**src/hw/rtl/tpnu_pkg.sv**
```systemverilog
// tpnu_pkg: shared types, register indexes and microprogram for the triclinic unwrap block
// no dependencies; imported by triclinic_pbc_nojump_unwrap
package tpnu_pkg;

	// default values of the top level parameters
	localparam int MAX_SHIFTS_DEF  = 8;
	localparam int COORD_WIDTH_DEF = 32;

	// configuration register indexes, also used as box entry selectors
	localparam int REG_IDX_W = 3;
	localparam logic [REG_IDX_W-1:0] REG_BOX_XX = 3'd0;
	localparam logic [REG_IDX_W-1:0] REG_BOX_YX = 3'd1;
	localparam logic [REG_IDX_W-1:0] REG_BOX_YY = 3'd2;
	localparam logic [REG_IDX_W-1:0] REG_BOX_ZX = 3'd3;
	localparam logic [REG_IDX_W-1:0] REG_BOX_ZY = 3'd4;
	localparam logic [REG_IDX_W-1:0] REG_BOX_ZZ = 3'd5;
	localparam logic [REG_IDX_W-1:0] REG_SCALE  = 3'd6;
	localparam int NUM_BOX = 6;

	// coordinate selectors
	localparam logic [1:0] AX_X = 2'd0;
	localparam logic [1:0] AX_Y = 2'd1;
	localparam logic [1:0] AX_Z = 2'd2;

	// microprogram step counter
	localparam int STEP_W = 5;

	typedef enum logic [2:0] {
		OP_NOP  = 3'd0,  // wait for the scaled box
		OP_CHKZ = 3'd1,  // skip the dimension on a zero diagonal, clear count
		OP_TNEG = 3'd2,  // test for an add correction
		OP_TPOS = 3'd3,  // test for a subtract correction
		OP_ADD  = 3'd4,  // add one box entry to one coordinate
		OP_SUB  = 3'd5,  // subtract one box entry from one coordinate
		OP_DONE = 3'd6   // hand the result to the output register
	} op_t;

	typedef struct packed {
		op_t                  op;
		logic [1:0]           coord;
		logic [REG_IDX_W-1:0] bidx;
		logic                 last;
		logic [STEP_W-1:0]    target;
	} ctrl_t;

	function automatic ctrl_t cw(input op_t op, input logic [1:0] coord,
			input logic [REG_IDX_W-1:0] bidx, input logic last,
			input logic [STEP_W-1:0] target);
		ctrl_t c;
		c.op     = op;
		c.coord  = coord;
		c.bidx   = bidx;
		c.last   = last;
		c.target = target;
		return c;
	endfunction

	// control store: dimensions z, y, x; a test jumps to target when it fails or the shift count
	// is full, the last update of a correction jumps back to its test
	function automatic ctrl_t prog_rom(input logic [STEP_W-1:0] s);
		ctrl_t c;
		case (s)
			5'd0:    c = cw(OP_NOP,  AX_X, REG_BOX_XX, 1'b0, 5'd0);
			// z dimension
			5'd1:    c = cw(OP_CHKZ, AX_Z, REG_BOX_ZZ, 1'b0, 5'd10);
			5'd2:    c = cw(OP_TNEG, AX_Z, REG_BOX_ZZ, 1'b0, 5'd6);
			5'd3:    c = cw(OP_ADD,  AX_X, REG_BOX_ZX, 1'b0, 5'd0);
			5'd4:    c = cw(OP_ADD,  AX_Y, REG_BOX_ZY, 1'b0, 5'd0);
			5'd5:    c = cw(OP_ADD,  AX_Z, REG_BOX_ZZ, 1'b1, 5'd2);
			5'd6:    c = cw(OP_TPOS, AX_Z, REG_BOX_ZZ, 1'b0, 5'd10);
			5'd7:    c = cw(OP_SUB,  AX_X, REG_BOX_ZX, 1'b0, 5'd0);
			5'd8:    c = cw(OP_SUB,  AX_Y, REG_BOX_ZY, 1'b0, 5'd0);
			5'd9:    c = cw(OP_SUB,  AX_Z, REG_BOX_ZZ, 1'b1, 5'd6);
			// y dimension
			5'd10:   c = cw(OP_CHKZ, AX_Y, REG_BOX_YY, 1'b0, 5'd17);
			5'd11:   c = cw(OP_TNEG, AX_Y, REG_BOX_YY, 1'b0, 5'd14);
			5'd12:   c = cw(OP_ADD,  AX_X, REG_BOX_YX, 1'b0, 5'd0);
			5'd13:   c = cw(OP_ADD,  AX_Y, REG_BOX_YY, 1'b1, 5'd11);
			5'd14:   c = cw(OP_TPOS, AX_Y, REG_BOX_YY, 1'b0, 5'd17);
			5'd15:   c = cw(OP_SUB,  AX_X, REG_BOX_YX, 1'b0, 5'd0);
			5'd16:   c = cw(OP_SUB,  AX_Y, REG_BOX_YY, 1'b1, 5'd14);
			// x dimension
			5'd17:   c = cw(OP_CHKZ, AX_X, REG_BOX_XX, 1'b0, 5'd22);
			5'd18:   c = cw(OP_TNEG, AX_X, REG_BOX_XX, 1'b0, 5'd20);
			5'd19:   c = cw(OP_ADD,  AX_X, REG_BOX_XX, 1'b1, 5'd18);
			5'd20:   c = cw(OP_TPOS, AX_X, REG_BOX_XX, 1'b0, 5'd22);
			5'd21:   c = cw(OP_SUB,  AX_X, REG_BOX_XX, 1'b1, 5'd20);
			default: c = cw(OP_DONE, AX_X, REG_BOX_XX, 1'b0, 5'd0);
		endcase
		return c;
	endfunction

	// box entry times ten when scaling is on, saturated to 32 bits
	function automatic logic [31:0] scale_entry(input logic [31:0] v, input logic scale);
		logic signed [35:0] x;
		logic signed [35:0] p;
		logic [31:0]        r;
		x = {{4{v[31]}}, v};
		p = (x <<< 3) + (x <<< 1);
		if (!scale)
			r = v;
		else if (p[35:31] == {5{p[35]}})
			r = p[31:0];
		else
			r = p[35] ? 32'h8000_0000 : 32'h7fff_ffff;
		return r;
	endfunction

endpackage

```
**src/hw/rtl/triclinic_pbc_nojump_unwrap.sv**
```systemverilog
// triclinic_pbc_nojump_unwrap: restores an atom to the periodic image nearest its reference
// microcoded sequencer over one shared add/compare datapath; depends on tpnu_pkg
// sequencing: a step counter walks the control store over the single adder, each correction
//   of a dimension adds steps to it, and a zero diagonal cuts its dimension short
// throughput: one item at a time; the next item is taken the cycle after the result is loaded
// reset: arst_n clears the box registers, scale mode, sequencer and output valid
module triclinic_pbc_nojump_unwrap #(
	parameter int MAX_SHIFTS  = tpnu_pkg::MAX_SHIFTS_DEF,
	parameter int COORD_WIDTH = tpnu_pkg::COORD_WIDTH_DEF
) (
	input  logic                           clk,
	input  logic                           arst_n,
	// configuration writes
	input  logic                           cfg_we,
	input  logic [tpnu_pkg::REG_IDX_W-1:0] cfg_index,
	input  logic [31:0]                    cfg_wdata,
	// input beats
	input  logic                           s_tvalid,
	output logic                           s_tready,
	input  logic [191:0]                   s_tdata,  // pos_x, pos_y, pos_z, ref_x, ref_y, ref_z
	// result beats
	output logic                           m_tvalid,
	input  logic                           m_tready,
	output logic [103:0]                   m_tdata   // out_x, out_y, out_z, moved, shift_cap_hit, pad
);
	import tpnu_pkg::*;

	localparam int CW    = COORD_WIDTH;
	localparam int XW    = ((CW > 32) ? CW : 32) + 3;
	localparam int CNT_W = $clog2(MAX_SHIFTS + 1);

	// saturate a wide value into the coordinate range
	function automatic logic signed [CW-1:0] sat_cw(input logic signed [XW-1:0] v);
		logic signed [CW-1:0] r;
		if (v[XW-1:CW-1] == {(XW-CW+1){v[XW-1]}})
			r = v[CW-1:0];
		else
			r = v[XW-1] ? {1'b1, {(CW-1){1'b0}}} : {1'b0, {(CW-1){1'b1}}};
		return r;
	endfunction

	function automatic logic signed [XW-1:0] ext_cw(input logic signed [CW-1:0] v);
		return {{(XW-CW){v[CW-1]}}, v};
	endfunction

	function automatic logic signed [XW-1:0] ext_32(input logic [31:0] v);
		return {{(XW-32){v[31]}}, v};
	endfunction

	// configuration and scaled box
	logic [31:0]             box_q     [NUM_BOX];
	logic [31:0]             box_eff_q [NUM_BOX];
	logic                    scale_q;

	// sequencer and datapath registers
	logic                    busy_q;
	logic [STEP_W-1:0]       step_q;
	logic [CNT_W-1:0]        cnt_q;
	logic signed [CW-1:0]    a_q [3];
	logic [31:0]             r_q [3];
	logic                    moved_q;
	logic                    cap_q;

	// output register
	logic                    m_tvalid_q;
	logic [31:0]             out_x_q, out_y_q, out_z_q;
	logic                    out_moved_q, out_cap_q;

	// datapath signals
	ctrl_t                   ctrl;
	logic signed [XW-1:0]    ax, rx, bx, diff2, upd;
	logic signed [XW-1:0]    ext_x, ext_y, ext_z;
	logic                    cond_neg, cond_pos, diag_zero, cnt_full, in_beat, out_free;
	logic                    out_load;
	logic signed [CW-1:0]    new_coord;

	assign s_tready = !busy_q;
	assign m_tvalid = m_tvalid_q;
	assign m_tdata  = {6'b0, out_cap_q, out_moved_q, out_z_q, out_y_q, out_x_q};
	assign in_beat  = s_tvalid && !busy_q;
	assign out_free = !m_tvalid_q || m_tready;
	assign out_load = busy_q && (ctrl.op == OP_DONE) && out_free;

	// control word decode and the shared add/compare unit
	always_comb begin
		ctrl      = prog_rom(step_q);
		ax        = ext_cw(a_q[ctrl.coord]);
		rx        = ext_32(r_q[ctrl.coord]);
		bx        = ext_32(box_eff_q[ctrl.bidx]);
		diff2     = (ax - rx) <<< 1;
		cond_neg  = (diff2 <= -bx);
		cond_pos  = (diff2 > bx);
		diag_zero = (bx == '0);
		cnt_full  = (cnt_q == CNT_W'(MAX_SHIFTS));
		upd       = (ctrl.op == OP_SUB) ? (ax - bx) : (ax + bx);
		new_coord = sat_cw(upd);
		ext_x     = ext_cw(a_q[0]);
		ext_y     = ext_cw(a_q[1]);
		ext_z     = ext_cw(a_q[2]);
	end

	always_ff @(posedge clk or negedge arst_n) begin
		if (!arst_n) begin
			for (int i = 0; i < NUM_BOX; i++) begin
				box_q[i]     <= '0;
				box_eff_q[i] <= '0;
			end
			for (int i = 0; i < 3; i++) begin
				a_q[i] <= '0;
				r_q[i] <= '0;
			end
			scale_q     <= 1'b0;
			busy_q      <= 1'b0;
			step_q      <= '0;
			cnt_q       <= '0;
			moved_q     <= 1'b0;
			cap_q       <= 1'b0;
			m_tvalid_q  <= 1'b0;
			out_x_q     <= '0;
			out_y_q     <= '0;
			out_z_q     <= '0;
			out_moved_q <= 1'b0;
			out_cap_q   <= 1'b0;
		end else begin
			// register writes
			if (cfg_we) begin
				unique case (cfg_index)
					REG_BOX_XX: box_q[0] <= cfg_wdata;
					REG_BOX_YX: box_q[1] <= cfg_wdata;
					REG_BOX_YY: box_q[2] <= cfg_wdata;
					REG_BOX_ZX: box_q[3] <= cfg_wdata;
					REG_BOX_ZY: box_q[4] <= cfg_wdata;
					REG_BOX_ZZ: box_q[5] <= cfg_wdata;
					REG_SCALE:  scale_q  <= cfg_wdata[0];
					default: ;
				endcase
			end

			// scaled box follows the registers in the next cycle
			for (int i = 0; i < NUM_BOX; i++)
				box_eff_q[i] <= scale_entry(box_q[i], scale_q);

			// result loaded or taken
			if (out_load)
				m_tvalid_q <= 1'b1;
			else if (m_tvalid_q && m_tready)
				m_tvalid_q <= 1'b0;

			if (in_beat) begin
				// load one atom, coordinates clamped into range
				a_q[0]  <= sat_cw(ext_32(s_tdata[31:0]));
				a_q[1]  <= sat_cw(ext_32(s_tdata[63:32]));
				a_q[2]  <= sat_cw(ext_32(s_tdata[95:64]));
				r_q[0]  <= s_tdata[127:96];
				r_q[1]  <= s_tdata[159:128];
				r_q[2]  <= s_tdata[191:160];
				moved_q <= 1'b0;
				cap_q   <= 1'b0;
				cnt_q   <= '0;
				step_q  <= '0;
				busy_q  <= 1'b1;
			end else if (busy_q) begin
				// execute one control word
				unique case (ctrl.op) inside
					OP_NOP: begin
						step_q <= step_q + STEP_W'(1);
					end
					OP_CHKZ: begin
						cnt_q  <= '0;
						step_q <= diag_zero ? ctrl.target : step_q + STEP_W'(1);
					end
					OP_TNEG, OP_TPOS: begin
						if (cnt_full) begin
							cap_q  <= 1'b1;
							cnt_q  <= '0;
							step_q <= ctrl.target;
						end else if ((ctrl.op == OP_TNEG) ? cond_neg : cond_pos) begin
							step_q <= step_q + STEP_W'(1);
						end else begin
							cnt_q  <= '0;
							step_q <= ctrl.target;
						end
					end
					OP_ADD, OP_SUB: begin
						a_q[ctrl.coord] <= new_coord;
						moved_q         <= 1'b1;
						if (ctrl.last) begin
							cnt_q  <= cnt_q + CNT_W'(1);
							step_q <= ctrl.target;
						end else begin
							step_q <= step_q + STEP_W'(1);
						end
					end
					OP_DONE: begin
						if (out_free) begin
							out_x_q     <= ext_x[31:0];
							out_y_q     <= ext_y[31:0];
							out_z_q     <= ext_z[31:0];
							out_moved_q <= moved_q;
							out_cap_q   <= cap_q;
							busy_q      <= 1'b0;
						end
					end
					default: begin
						busy_q <= 1'b0;
					end
				endcase
			end
		end
	end

endmodule
```
**config.mk**
```make
export PLATFORM = sky130hd
export DESIGN_NAME = triclinic_pbc_nojump_unwrap
export DESIGN_NICKNAME = d
export VERILOG_FILES = /design/src/hw/rtl/tpnu_pkg.sv /design/src/hw/rtl/triclinic_pbc_nojump_unwrap.sv
export SDC_FILE = /design/constraint.sdc
export NUM_CORES = 2
export LEC_CHECK = 0
export ABC_AREA = 1
export BUFFER_PORTS_ARGS = -buffer_cell sky130_fd_sc_hd__buf_2
export CORE_ASPECT_RATIO = 0.5
export CORE_MARGIN = 2
export CORE_UTILIZATION = 62
export DETAILED_ROUTE_END_ITERATION = 16
export GPL_TIMING_DRIVEN = 0
export PLACE_DENSITY_LB_ADDON = 0.1
export SLEW_MARGIN = 10
export SYNTH_ARGS = -nofsm -noshare
export SYNTH_HDL_FRONTEND = slang
export SYNTH_SLANG_ARGS = --single-unit
```
**constraint.sdc**
```tcl
create_clock -name clk -period 7.4 [get_ports clk]
set_clock_uncertainty 0.15 [all_clocks]
set_input_delay 1.11 -clock clk [delete_from_list [all_inputs] [get_ports clk]]
set_output_delay 1.11 -clock clk [all_outputs]
set_load 0.01 [all_outputs]
```
==> metrics.yaml <==
overflow: 0
track_usage_pct: 42.27
die_area_um2: 75640
clkTransAtPathRegs_ns: 0.07
crit_path_end_kind: "flip-flop"
core_area_um2: 72780
holdCritPathClass: "in2async"
placementRows: 70
setup_tns_ns: 0
ys_warn_count: 0
arrival_ns: 7.51
syn_area_um2: 45460
clock_path_buffers: 3
slew_headroom_pct: 20.03
slowest_delay_ns: 0.52
start_util_pct: 62.46
clkLatencyLatePin_ns: 0.69
hpwlAfterDp_um: 127200
wl_um: 162600
clock_sinks: 688
drive_above_1_share_pct: 10.43
synth_cells: 6086
wl_per_cell_um: 21.59
ios: 338
seq_area_um2: 17220
fillers: 6012
cts_buffers: 59
cts_tree: "done"
slew_viol_final: 0
cpMaxStageDelayCell: "nor4_1"
fmax_mhz: 140.6
first_pass_iters: 9
dieWidth_um: 387.0
cp_common_cell: "nand2_1"
grt_max_degree: 113
nets: 7071
crit_path_max_fanout: 10
min_period_ns: 7.113
vias_per_cell: 6.129
antenna_found_initial: 12
hold_viol_final: 0
syn_to_final_growth_pct: 12.64
critPathKind: "reg2reg"
multiInputGateArea_um2: 25570
ys_seq_area_share_pct: 37.87
setup_violations: 0
vias: 46162
status: "completed"
ys_async_sr_fraction_pct: 100.0
syn_area_per_cell_um2: 7.470
ctsHoldBuffers: 0
clockRootBuffer: "clkbuf_16"
post-route-drc-count: 0
htreeDepth: 2
ant_nets: 0
synth_top_flop_cell: "dfrtp_1"
cap_violations: 0
cp.required_ns: 7.80
finalCritPeriodShare_pct: 96.12
worst_pin_slew_ns: 1.200
ys_seq_elements: 688
grt_pass1_vias: 43403
synth_cell_types: 64
drt_iter0_drc: 5151
place_congestion: 1.051
grt_pass1_wl_um: 246200
die_y_um: 195.5
port_buffers: 331
start_kind: "flip-flop"
synth-edff-count: 0
[logic make-up (layout without fill, tap and decap cells)]
group                      count (synthesis)  in the layout  share of synthesized area [%]
other                                      1              7                       0.008249
adders and majority gates                330            330                          9.231
AOI/OAI and AO/OA                       1366           1366                          17.14
xor gates and xnor gates                 162            162                          3.121
and+or+nand+nor                         2734           2734                          25.10
DFF                                      688            688                          37.87
buffers and inverters                    770           1238                          6.666
muxes                                     35             35                         0.8669
[timing repair]
| action | CTS | global route |
|---|---|---|
| setup endpoints to repair | 99 | 99 |
| pin swaps | 9 | 13 |
| buffers inserted | 7 | 12 |
| gates resized for setup | 61 | 88 |
| cloned | 0 | 1 |
| hold endpoints to repair | 0 | 0 |
[final timing paths]
kind	from	cells after the start	slack, ns	end
max	step_q[1]$_DFFE_PN0P_	41	0.29	cnt_q[3]$_DFFE_PN0P_
min	arst_n	1	0.20	out_x_q[9]$_DFFE_PN0P_
max reg2reg	step_q[1]$_DFFE_PN0P_	41	0.29	cnt_q[3]$_DFFE_PN0P_
min reg2reg	r_q[35]$_DFFE_PN0P_	2	0.32	r_q[35]$_DFFE_PN0P_
max in group asynchronous	arst_n	6	4.31	box_q[86]$_DFFE_PN0P_
min in group clk	r_q[35]$_DFFE_PN0P_	2	0.32	r_q[35]$_DFFE_PN0P_
[routing by layer]
| metal | GRT usage (%) | vias to the layer above | wire length [um] |
|---|---|---|---|
| met5 | 0 | - | 12 |
| met4 | 21.57 | 2 | 9508 |
| met3 | 9.022 | 464 | 17960 |
| met2 | 66.37 | 2489 | 71190 |
| met1 | 55.61 | 21819 | 63970 |
| li1 | - | 21388 | - |
[layout make-up]
cell class                      count  share of cell area [%]
Clock inverter                     21                  0.5473
Buffer                            269                   2.412
Antenna cell                        1                0.004887
Inverter                          500                   3.704
Multi-Input combinational cell   4633                   49.93
Timing Repair Buffer              358                   3.958
Tap cell                          972                   2.375
Clock buffer                       90                   3.445
Sequential cell                   688                   33.63
[cells in the final DEF (no fill, tap or decap), drive strengths merged, types with 6 or more instances in the layout]
cell      instances
nand3b            9
nor3             35
fa                9
nor4              8
a31oi            33
a22oi            96
o221ai           31
mux2             35
a21boi           26
xor2            106
a21o             17
nor2            272
clkinvlp          6
ha              321
clkbuf          293
nand4            90
o21ai           615
xnor2            56
clkinv           10
nand2          1783
or2               9
dfrtp           688
conb              6
a21oi           413
nand3           518
o21a             47
buf             424
o21bai           11
inv             500
a221oi           15
o211ai           31
[critical path, delay by kind of cell (launching register included)]
| kind | cells | cell delay (ns) |
|---|---|---|
| AO/OA/AOI/OAI | 10 | 1.48 |
| XOR/XNOR | 1 | 0.15 |
| adder cells (fa/ha/maj) | 4 | 1.30 |
| buffers and inverters | 11 | 1.32 |
| flip-flops | 1 | 0.46 |
| AND/OR/NAND/NOR | 15 | 2.11 |
[synth_stat cells, drive strengths merged (11+ instances only)]
cell type,instances,area share (%)
o221ai,31,0.60
nand3,518,5.7
nand4,90,1.2
a221oi,15,0.29
a21oi,413,4.7
nor3,35,0.41
dfrtp,688,38
nor2,272,2.3
nand2,1783,15
o21a,47,0.78
o211ai,31,0.52
xor2,106,2.0
a21o,17,0.28
o21ai,615,6.8
inv,499,4.1
a31oi,33,0.45
a22oi,96,1.6
o21bai,11,0.18
ha,321,8.8
clkbuf,201,1.7
buf,69,0.88
a21boi,26,0.43
mux2,35,0.87
xnor2,56,1.1
[registers in the layout (all words and copies together) (netlist names), 4 cells and up]
name	count
box_eff_q	192
box_q	192
a_q	96
r_q	96
out_x_q	32
out_y_q	32
out_z_q	32
step_q	5
cnt_q	4
[metrics by stage]
step | util (%) | std cells | setup WS (ns) | hold WS [ns] | area [um2]
after floorplan | - | 6091 | 0.6299 | 0.2867 | 45480
after global placement | 66.44 | 7394 | -8.845 | 0.3004 | 48350
after detailed placement | 66.71 | 7401 | -2.087 | 0.3032 | 48560
after CTS | 69.83 | 7518 | 0.001601 | 0.2038 | 50830
after global routing | 70.35 | 7531 | -0.07625 | 0.2100 | 51200
final | 70.36 | 7532 | 0.2870 | 0.1980 | 51210
Power is left out: the tool's default activity adds up to more than one toggle a clock period on the data nets, which glitch-free logic cannot reach.
